File: config.mk
export PLATFORM = sky130hd
export DESIGN_NAME = temperature_channel_conditioner_unit
export DESIGN_NICKNAME = d
export VERILOG_FILES = /design/src/rtl/core/tcc_pkg.sv /design/src/rtl/core/tcc_divider.sv /design/src/rtl/core/temperature_channel_conditioner_unit.sv
export SDC_FILE = /design/constraint.sdc
export NUM_CORES = 2
export LEC_CHECK = 0
export BUFFER_PORTS_ARGS = -buffer_cell sky130_fd_sc_hd__buf_2
export CAP_MARGIN = 20
export CORE_MARGIN = 8
export CORE_UTILIZATION = 40
export DETAILED_ROUTE_END_ITERATION = 6
export GPL_ROUTABILITY_DRIVEN = 0
export PLACE_DENSITY = 0.6
export SLEW_MARGIN = 40
export SYNTH_ARGS = -nofsm -noshare
export SYNTH_HDL_FRONTEND = slang
export SYNTH_SLANG_ARGS = --single-unit
File: constraint.sdc
create_clock -name clk -period 6.6 [get_ports clk]
set_clock_uncertainty 0.2 [all_clocks]
set_input_delay 0.99 -clock clk [delete_from_list [all_inputs] [get_ports clk]]
set_output_delay 0.99 -clock clk [all_outputs]
set_load 0.005 [all_outputs]
File: src/rtl/core/tcc_pkg.sv
// Package for the temperature channel conditioner: payload structs, command and
// kind codes, register indices and fixed field widths. No dependencies.
package tcc_pkg;

  localparam int TEMP_W = 12;
  localparam int CH_W   = 3;

  localparam logic CMD_SAMPLE  = 1'b0;
  localparam logic CMD_PRELOAD = 1'b1;

  localparam logic KIND_WINDOW = 1'b0;
  localparam logic KIND_PERIOD = 1'b1;

  localparam logic [1:0] REG_PERIOD_ROUNDS = 2'd0;
  localparam logic [1:0] REG_LOW_LIMIT     = 2'd1;
  localparam logic [1:0] REG_HIGH_LIMIT    = 2'd2;

  typedef struct packed {
    logic                     command;
    logic [CH_W-1:0]          channel;
    logic signed [TEMP_W-1:0] temperature;
    logic                     round_end;
  } in_item_t;

  typedef struct packed {
    logic                     kind;
    logic [CH_W-1:0]          out_channel;
    logic signed [TEMP_W-1:0] mean_value;
    logic                     sample_valid;
    logic                     mean_valid;
    logic [7:0]               error_total;
    logic                     last_result;
  } out_item_t;

endpackage

File: src/rtl/core/tcc_divider.sv
// Bit-serial signed divider: one quotient bit per cycle, truncation toward zero.
// Depends on tcc_pkg for the temperature width.
module tcc_divider #(
  parameter int NUM_W = 20,
  parameter int DEN_W = 8
) (
  input  logic                            clk,
  input  logic                            rst,
  input  logic                            start,
  input  logic signed [NUM_W-1:0]         numer,
  input  logic [DEN_W-1:0]                denom,
  output logic                            done,
  output logic signed [tcc_pkg::TEMP_W-1:0] quot
);
  import tcc_pkg::*;

  localparam int CNT_W = $clog2(NUM_W + 1);

  logic             busy;
  logic [CNT_W-1:0] count;
  logic [NUM_W-1:0] dividend;
  logic [DEN_W:0]   remainder;
  logic [DEN_W-1:0] divisor;
  logic             negative;
  logic [DEN_W:0]   trial;
  logic [NUM_W-1:0] mag;

  assign mag   = numer[NUM_W-1] ? NUM_W'(-numer) : NUM_W'(numer);
  assign trial = {remainder[DEN_W-1:0], dividend[NUM_W-1]} - {1'b0, divisor};

  always_ff @(posedge clk) begin
    if (rst) begin
      busy <= 1'b0;
      done <= 1'b0;
    end else begin
      done <= busy && !start && (count == CNT_W'(1));
      if (start) begin
        busy <= 1'b1;
        count <= CNT_W'(NUM_W);
      end else if (busy) begin
        count <= count - 1'b1;
        if (count == CNT_W'(1)) begin
          busy <= 1'b0;
        end
      end
    end
    if (start) begin
      dividend  <= mag;
      remainder <= '0;
      divisor   <= denom;
      negative  <= numer[NUM_W-1];
    end else if (busy) begin
      // Shift one numerator bit in; the quotient fills in behind it.
      if (!trial[DEN_W]) begin
        remainder <= trial;
        dividend  <= {dividend[NUM_W-2:0], 1'b1};
      end else begin
        remainder <= {remainder[DEN_W-1:0], dividend[NUM_W-1]};
        dividend  <= {dividend[NUM_W-2:0], 1'b0};
      end
    end
  end

  assign quot = negative ? TEMP_W'(-dividend) : TEMP_W'(dividend);
endmodule

File: src/rtl/core/temperature_channel_conditioner_unit.sv
// Top level of the temperature channel conditioner.
// Depends on tcc_pkg and tcc_divider.
//
// One item is processed at a time. A sample passes through a read step, an
// update step, a divider start, a bit-serial division for the window mean, a
// capture of the quotient and a hand-on of the result before the input is
// ready again. When a period closes, each channel's period report adds a start
// request, the divider start, a division, capture and hand-on. A preload sweeps
// the channel window one entry per cycle and then hands its result on. Each
// result waits in a single holding slot in front of the output register; a new
// item is taken only once that slot is empty, so a stalled output also holds
// off the next item. Input channels at or above CHANNELS are taken without a
// result. After reset the window memory is cleared by a pass over all
// CHANNELS * WINDOW_DEPTH entries, during which no input item is taken
// (configuration writes still are).
module temperature_channel_conditioner_unit #(
  parameter int CHANNELS     = 2,
  parameter int WINDOW_DEPTH = 24
) (
  input  logic                clk,
  input  logic                rst,
  input  logic                in_valid,
  output logic                in_ready,
  input  tcc_pkg::in_item_t   in_data,
  output logic                out_valid,
  input  logic                out_ready,
  output tcc_pkg::out_item_t  out_data,
  input  logic                cfg_valid,
  output logic                cfg_ready,
  input  logic [1:0]          cfg_index,
  input  logic [11:0]         cfg_data
);
  import tcc_pkg::*;

  localparam int CHI_W  = (CHANNELS > 1) ? $clog2(CHANNELS) : 1;
  localparam int POS_W  = $clog2(WINDOW_DEPTH);
  localparam int MEM_D  = CHANNELS * WINDOW_DEPTH;
  localparam int ADDR_W = $clog2(MEM_D);
  localparam int WSUM_W = TEMP_W + $clog2(WINDOW_DEPTH) + 1;
  localparam int PSUM_W = 20;
  localparam int DIV_W  = (WSUM_W > PSUM_W) ? WSUM_W : PSUM_W;

  localparam logic [3:0] S_CLEAR   = 4'd0;
  localparam logic [3:0] S_IDLE    = 4'd1;
  localparam logic [3:0] S_READ    = 4'd2;
  localparam logic [3:0] S_UPDATE  = 4'd3;
  localparam logic [3:0] S_WDIV    = 4'd4;
  localparam logic [3:0] S_PSTART  = 4'd5;
  localparam logic [3:0] S_PDIV    = 4'd6;
  localparam logic [3:0] S_PRELOAD = 4'd7;
  localparam logic [3:0] S_PUSH    = 4'd8;

  logic [3:0] state;

  // Configuration registers; the port is always ready.
  logic [7:0]               period_rounds;
  logic signed [TEMP_W-1:0] low_limit;
  logic signed [TEMP_W-1:0] high_limit;
  assign cfg_ready = 1'b1;

  // Per-channel state, in flip-flops.
  logic signed [TEMP_W-1:0] last_good    [CHANNELS];
  logic [7:0]               error_tally  [CHANNELS];
  logic signed [PSUM_W-1:0] period_sum   [CHANNELS];
  logic [7:0]               period_count [CHANNELS];
  logic signed [WSUM_W-1:0] window_sum   [CHANNELS];
  logic [POS_W-1:0]         window_pos   [CHANNELS];
  logic [7:0]               round_tally;

  // Window memory, one read and one write port.
  logic signed [TEMP_W-1:0] window_mem [MEM_D];
  logic signed [TEMP_W-1:0] mem_rdata;
  logic [ADDR_W-1:0]        mem_raddr;
  logic [ADDR_W-1:0]        mem_waddr;
  logic signed [TEMP_W-1:0] mem_wdata;
  logic                     mem_we;

  // Item being processed.
  in_item_t                 item;
  logic [CHI_W-1:0]         ch;
  logic                     ok;
  logic                     period_due;
  logic [CHI_W-1:0]         rep_ch;
  logic [POS_W-1:0]         sweep;
  logic [ADDR_W-1:0]        clear_addr;

  // Pending result waiting for the output register.
  out_item_t pending;
  logic      pending_valid;

  // Divider.
  logic                     div_start;
  logic signed [DIV_W-1:0]  div_num;
  logic [7:0]               div_den;
  logic                     div_done;
  logic signed [TEMP_W-1:0] div_quot;

  tcc_divider #(.NUM_W(DIV_W), .DEN_W(8)) u_div (
    .clk   (clk),
    .rst   (rst),
    .start (div_start),
    .numer (div_num),
    .denom (div_den),
    .done  (div_done),
    .quot  (div_quot)
  );

  logic in_fire, out_free;
  // A new item waits until the previous result has left the holding slot.
  assign in_ready = (state == S_IDLE) && !pending_valid;
  assign in_fire  = in_valid && in_ready;
  assign out_free = !out_valid || out_ready;

  logic [ADDR_W-1:0] base;
  assign base = ADDR_W'(ch) * ADDR_W'(WINDOW_DEPTH);

  logic in_range;
  assign in_range = (in_data.temperature > low_limit) && (in_data.temperature < high_limit);

  logic signed [TEMP_W-1:0] value_next;
  assign value_next = ok ? item.temperature : last_good[ch];

  logic [7:0] round_next;
  assign round_next = (round_tally == 8'd255) ? round_tally : round_tally + 8'd1;

  always_ff @(posedge clk) begin
    if (mem_we) window_mem[mem_waddr] <= mem_wdata;
    mem_rdata <= window_mem[mem_raddr];
  end

  always_comb begin
    mem_raddr = base + ADDR_W'(window_pos[ch]);
    mem_we    = 1'b0;
    mem_waddr = base + ADDR_W'(window_pos[ch]);
    mem_wdata = value_next;
    if (state == S_CLEAR) begin
      mem_we = 1'b1;
      mem_waddr = clear_addr;
      mem_wdata = '0;
    end else if (state == S_UPDATE) begin
      mem_we = 1'b1;
    end else if (state == S_PRELOAD) begin
      mem_we = 1'b1;
      mem_waddr = base + ADDR_W'(sweep);
      mem_wdata = last_good[ch];
    end
  end

  // Output register: loads a pending result whenever it is free.
  always_ff @(posedge clk) begin
    if (rst) begin
      out_valid <= 1'b0;
    end else if (out_free) begin
      out_valid <= pending_valid;
      out_data  <= pending;
    end
  end

  always_ff @(posedge clk) begin
    if (rst) begin
      state         <= S_CLEAR;
      clear_addr    <= '0;
      pending_valid <= 1'b0;
      div_start     <= 1'b0;
      period_rounds <= 8'd12;
      low_limit     <= -12'sd640;
      high_limit    <= 12'sd960;
      round_tally   <= '0;
      for (int c = 0; c < CHANNELS; c++) begin
        last_good[c]    <= TEMP_W'((c - 35) * 16);
        error_tally[c]  <= '0;
        period_sum[c]   <= '0;
        period_count[c] <= '0;
        window_sum[c]   <= '0;
        window_pos[c]   <= '0;
      end
    end else begin
      div_start <= (state == S_UPDATE) ||
                   ((state == S_PSTART) && (!pending_valid || out_free));
      // The slot fills in S_PUSH and empties when the output register takes it.
      pending_valid <= ((state == S_PUSH) && (!pending_valid || out_free)) ||
                       (pending_valid && !out_free);
      if (cfg_valid) begin
        unique case (cfg_index)
          REG_PERIOD_ROUNDS: period_rounds <= cfg_data[7:0];
          REG_LOW_LIMIT:     low_limit     <= cfg_data;
          REG_HIGH_LIMIT:    high_limit    <= cfg_data;
          default: ;
        endcase
      end
      unique case (state)
        S_CLEAR: begin
          clear_addr <= clear_addr + 1'b1;
          if (clear_addr == ADDR_W'(MEM_D - 1)) state <= S_IDLE;
        end
        S_IDLE: begin
          if (in_fire && (32'(in_data.channel) < CHANNELS)) begin
            item  <= in_data;
            ch    <= CHI_W'(in_data.channel);
            ok    <= in_range;
            sweep <= '0;
            state <= (in_data.command == CMD_PRELOAD) ? S_PRELOAD : S_READ;
          end
        end
        S_READ: state <= S_UPDATE;
        S_UPDATE: begin
          if (ok) last_good[ch] <= item.temperature;
          else if (error_tally[ch] != 8'd255) error_tally[ch] <= error_tally[ch] + 8'd1;
          if (period_count[ch] != 8'd255) begin
            period_sum[ch]   <= period_sum[ch] + PSUM_W'(value_next);
            period_count[ch] <= period_count[ch] + 8'd1;
          end
          window_sum[ch] <= window_sum[ch] - WSUM_W'(mem_rdata) + WSUM_W'(value_next);
          window_pos[ch] <= (window_pos[ch] == POS_W'(WINDOW_DEPTH - 1)) ? '0
                          : window_pos[ch] + 1'b1;
          div_num   <= DIV_W'(window_sum[ch] - WSUM_W'(mem_rdata) + WSUM_W'(value_next));
          div_den   <= 8'(WINDOW_DEPTH);
          period_due <= item.round_end && (round_next >= period_rounds);
          if (item.round_end) round_tally <= round_next;
          state <= S_WDIV;
        end
        S_WDIV: begin
          if (div_done) begin
            pending <= '{kind: KIND_WINDOW, out_channel: item.channel,
                         mean_value: div_quot, sample_valid: ok, mean_valid: 1'b0,
                         error_total: 8'd0, last_result: !period_due};
            state   <= S_PUSH;
            rep_ch  <= '0;
          end
        end
        S_PUSH: begin
          if (!pending_valid || out_free) begin
            state <= pending.last_result ? S_IDLE : S_PSTART;
          end
        end
        S_PSTART: begin
          if (!pending_valid || out_free) begin
            div_num   <= DIV_W'(period_sum[rep_ch]);
            div_den   <= period_count[rep_ch];
            state     <= S_PDIV;
          end
        end
        S_PDIV: begin
          if (div_done) begin
            pending <= '{kind: KIND_PERIOD, out_channel: CH_W'(rep_ch),
                         mean_value: (period_count[rep_ch] == 0) ? '0 : div_quot,
                         sample_valid: 1'b0,
                         mean_valid: (period_count[rep_ch] != 0),
                         error_total: error_tally[rep_ch],
                         last_result: (32'(rep_ch) == CHANNELS - 1)};
            period_sum[rep_ch]   <= '0;
            period_count[rep_ch] <= '0;
            error_tally[rep_ch]  <= '0;
            rep_ch <= rep_ch + 1'b1;
            if (32'(rep_ch) == CHANNELS - 1) round_tally <= '0;
            state <= S_PUSH;
          end
        end
        S_PRELOAD: begin
          sweep <= sweep + 1'b1;
          if (sweep == POS_W'(WINDOW_DEPTH - 1)) begin
            window_sum[ch] <= WSUM_W'(last_good[ch]) * WSUM_W'(WINDOW_DEPTH);
            window_pos[ch] <= '0;
            period_due <= 1'b0;
            pending <= '{kind: KIND_WINDOW, out_channel: item.channel,
                         mean_value: last_good[ch], sample_valid: 1'b0,
                         mean_valid: 1'b0, error_total: 8'd0, last_result: 1'b1};
            state <= S_PUSH;
          end
        end
        default: state <= S_IDLE;
      endcase
    end
  end

  // An accepted item for an existing channel starts processing at once.
  assert property (@(posedge clk) disable iff (rst)
    (in_fire && (32'(in_data.channel) < CHANNELS)) |=> !(state == S_IDLE))
    else $error("accepted item did not start");
  // Nothing is accepted during the clearing pass.
  assert property (@(posedge clk) disable iff (rst)
    (state == S_CLEAR) |-> !in_ready) else $error("input taken while clearing");
  // A held result stays put until transferred.
  assert property (@(posedge clk) disable iff (rst)
    (out_valid && !out_ready) |=> (out_valid && $stable(out_data)))
    else $error("result changed while stalled");
endmodule
==> out/qor.yml <==
floorplan:
  dieWidth_um: 348.9
  die_area_sq_um: 121700
  io_pins: 66
  core_sq_um: 110400
  fp.dieH_um: 348.9
  start_util: 0.4016
  num_rows: 122
worst_setup_path:
  regToRegEndpoint: "window_sum[1][13]$_SDFFCE_PN0P_"
  rrSetupSlack_ps: 1680
  cp.arrival_ps: 5130
  crit_fanout: 51
  crit_end: "window_sum[1][13]$_SDFFCE_PN0P_"
  critical_path_class: "flop to flop"
  cp-start-kind: "flop"
  cp.required_ps: 6810
  crit_path_end_kind: "flop"
  rr_worst_depth: 13
finish:
  layout_common_cells: "858 x edfxtp_1, 450 x nand2_1, 333 x a21oi_1, 258 x nor2_1, 173 x inv_1"
  num_antenna_cells: 0
  drive_above_1_share: 0.1200
  fillers: 9932
  fin_nets: 3981
  syn_to_final_growth_pct: 13.49
  stdcell_count: 5379
  final_common_cell: "edfxtp_1"
flow_run:
  max-cap-violations: 0
global_route:
  antenna_found_initial: 1
  grt_pass1_wl_um: 182400
  grt_pass1_vias: 28640
  overflow: 0
  grt_max_degree: 195
  grt.total_usage: 0.1960
logic_synthesis:
  synth_warnings: 0
  netlist_instances: 3776
  ys_seq_area_frac: 0.6160
  synth_top_area_frac: 0.5813
  synthTopCellsByArea: "edfxtp_1 58%, a21oi_1 3.9%, nand2_1 3.8%, dfxtp_1 3.5%, ha_1 3.2%"
  synth_cell_type_count: 78
  synth_seq_cells: 935
  ys.flop_type: "edfxtp_1"
  synth_nets: 3947
  avgSynthCellArea_sq_um: 11.74
  synth_top_cell_by_area: "edfxtp_1"
  synth_area_sq_um: 44330
  async_flop_share: 0
  synth-edff-count: 858
pwr:
  p_per_area_nw_per_um2: 359.2
  power_switching_mw: 5.771
  p_leak_nw: 18.36
  pwr-share-clk: 0.324
  p_int_mw: 12.30
  power_frac_comb: 0.243
  ir_drop_mv: 0.2376
  seq_power_share: 0.433
  swShare: 0.3194
place:
  port_buffers: 64
  hpwl_um: 83410
  placed_cells: 5196
clock_network:
  numCtsBuffers: 98
  cts_htree_levels: 3
  clock_sinks: 935
  postCtsSetupBuffers: 0
  cts_tree: "yes"
  root_buffer: "clkbuf_16"
  clkTransAtPathRegs_ps: 60
  clock_latency_ps: 720
  cts_resized: 0
  hold_buffers: 0
  cts_buffer_depth: 3
route:
  dr.pass1.iters: 6
  viasPerCell: 5.575
  drcViolationCount: 0
  wire_per_inst_um: 22.94
  dr_total_vias: 29990
  routed_wl_um: 123400
  antenna_left: 0
  drtIter0Drc: 3367
timing:
  hold_viol_final: 0
  finalCriticalPeriod_ps: 4923
  grt_setup_unrepaired: "false"
  post-route-period-util: 0.7459
  setup_violations: 0
  fmax_ghz: 0.2031
  timing.setup.tns_ps: 0
  timing.final.max_slew_violations: 0
  slew_headroom: 0.3517
  worst_slew_pin_slew_ps: 959.9
hold_path:
  hold_path_class: "flop to flop"
run_status:
  outcome: "finished, final reports clean"
==> cell usage after synthesis, drive strengths merged, types with 9 or more instances <==
cell type  number
ha            112
nand4          15
nand2b        102
inv           176
nor2b          26
fa             23
a221oi         27
xor2           47
or2             9
a21o           52
mux2i         105
or3            20
mux4           12
nand3          31
and3           18
o221ai         12
nand2         453
o22ai          32
dfxtp          77
o21bai         10
a211o          10
a211oi         83
nand3b         10
a2111oi        14
edfxtp        858
buf            52
o21a           13
o31ai          21
clkbuf        150
xnor2          50
nor2          315
o41ai          19
a31oi          75
o21ai         159
mux2           59
and2           72
nor3           44
a21oi         345
==> routing by layer <==
layer	routed length, um	part of all wire	up-vias	global-route usage
met5	0	0	-	0
met3	8644	0.070	209	0.02966
li1	-	-	13900	-
met1	51850	0.42	14730	0.2636
met2	58930	0.48	1152	0.3258
met4	3947	0.032	0	0.06314
==> power groups by stage <==
stage	Clock (mW)	Sequential [mW]	Combinational (mW)
finish	5.85	7.83	4.39
global route	6.16	7.86	4.69
CTS	5.95	7.82	4.37
detailed placement	0	7.95	4.34
global placement	0	7.95	4.01
floorplan	0	7.89	2.25
==> state kept, by name, indices dropped and copies added, names as in the netlist, 10 cells and up, named ones only <==
name and flops:
div_num 20, error_tally 16, high_limit 12, item 16, last_good 24, low_limit 12
mem_rdata 12, out_data 27, pending 27, period_count 16, period_sum 40, u_div.dividend 20
window_mem 576, window_pos 10, window_sum 36
==> worst min-delay path by stage <==
stage / depth (start not counted) / to / slack, ps / from
2_1_floorplan: 0 / out_data[10]$_DFFE_PP_ / 200 / pending[10]$_DFFE_PP_
3_3_place_gp: 0 / u_div.divisor[7]$_DFFE_PP_ / 200 / div_den[7]$_SDFFCE_PN0P_
3_5_place_dp: 0 / out_data[1]$_DFFE_PP_ / 200 / pending[1]$_DFFE_PP_
4_1_cts: 0 / u_div.divisor[3]$_DFFE_PP_ / 220 / div_den[3]$_SDFFCE_PN1P_
5_1_grt: 0 / u_div.divisor[5]$_DFFE_PP_ / 220 / div_den[5]$_SDFFCE_PN0P_
6_report: 0 / u_div.divisor[3]$_DFFE_PP_ / 220 / div_den[3]$_SDFFCE_PN1P_
==> kinds of logic (layout without fill, tap and decap cells) <==
group / count (synthesis) / after routing / share of synthesized area
buffers and inverters: 381 / 496 / 0.03393
DFF: 935 / 935 / 0.6160
xor gates and xnor gates: 97 / 97 / 0.01934
and+or+nand+nor: 1143 / 1143 / 0.1174
other: 1 / 1 / 0.00008460
AOI/OAI and AO/OA: 908 / 908 / 0.1263
adders and majority gates: 135 / 135 / 0.04200
muxes: 176 / 176 / 0.04497
==> area by class of cell <==
| cell class | instances | area (sq um) | area share |
|---|---|---|---|
| clock inverters | 68 | 884.6 | 0.01758 |
| clock buffers | 113 | 2549 | 0.05066 |
| multi-input cells | 2460 | 15920 | 0.3164 |
| repair buffers | 136 | 1102 | 0.02191 |
| well taps | 1488 | 1862 | 0.03701 |
| inverters | 179 | 679.4 | 0.01351 |
| flip-flops and latches | 935 | 27310 | 0.5429 |
==> metrics by stage <==
step | total power [mW] | hold slack [ps] | util | setup slack [ps] | cell area (sq um)
floorplan | 10.15 | 200.3 | - | 1842 | 44330
global placement | 11.96 | 201.1 | 0.4194 | 1762 | 46280
detailed placement | 12.29 | 204.5 | 0.4239 | 1719 | 46790
CTS | 18.14 | 218.1 | 0.4550 | 1692 | 50220
global route | 18.72 | 220.5 | 0.4558 | 1499 | 50310
finish | 18.07 | 217.2 | 0.4558 | 1677 | 50310
==> critical path, cell delays in order, from the launching register on <==
cell and delay, ps:
dfxtp_4 900, mux2_2 450, mux2_2 340, inv_1 100, fa_1 410, inv_1 110, ha_1 240, a21o_1 190
a221o_1 370, a2111oi_1 680, o31ai_1 150, xnor2_1 170, mux2i_1 240, nor2_1 60
Note: power is estimated with default switching activity, not from simulation.
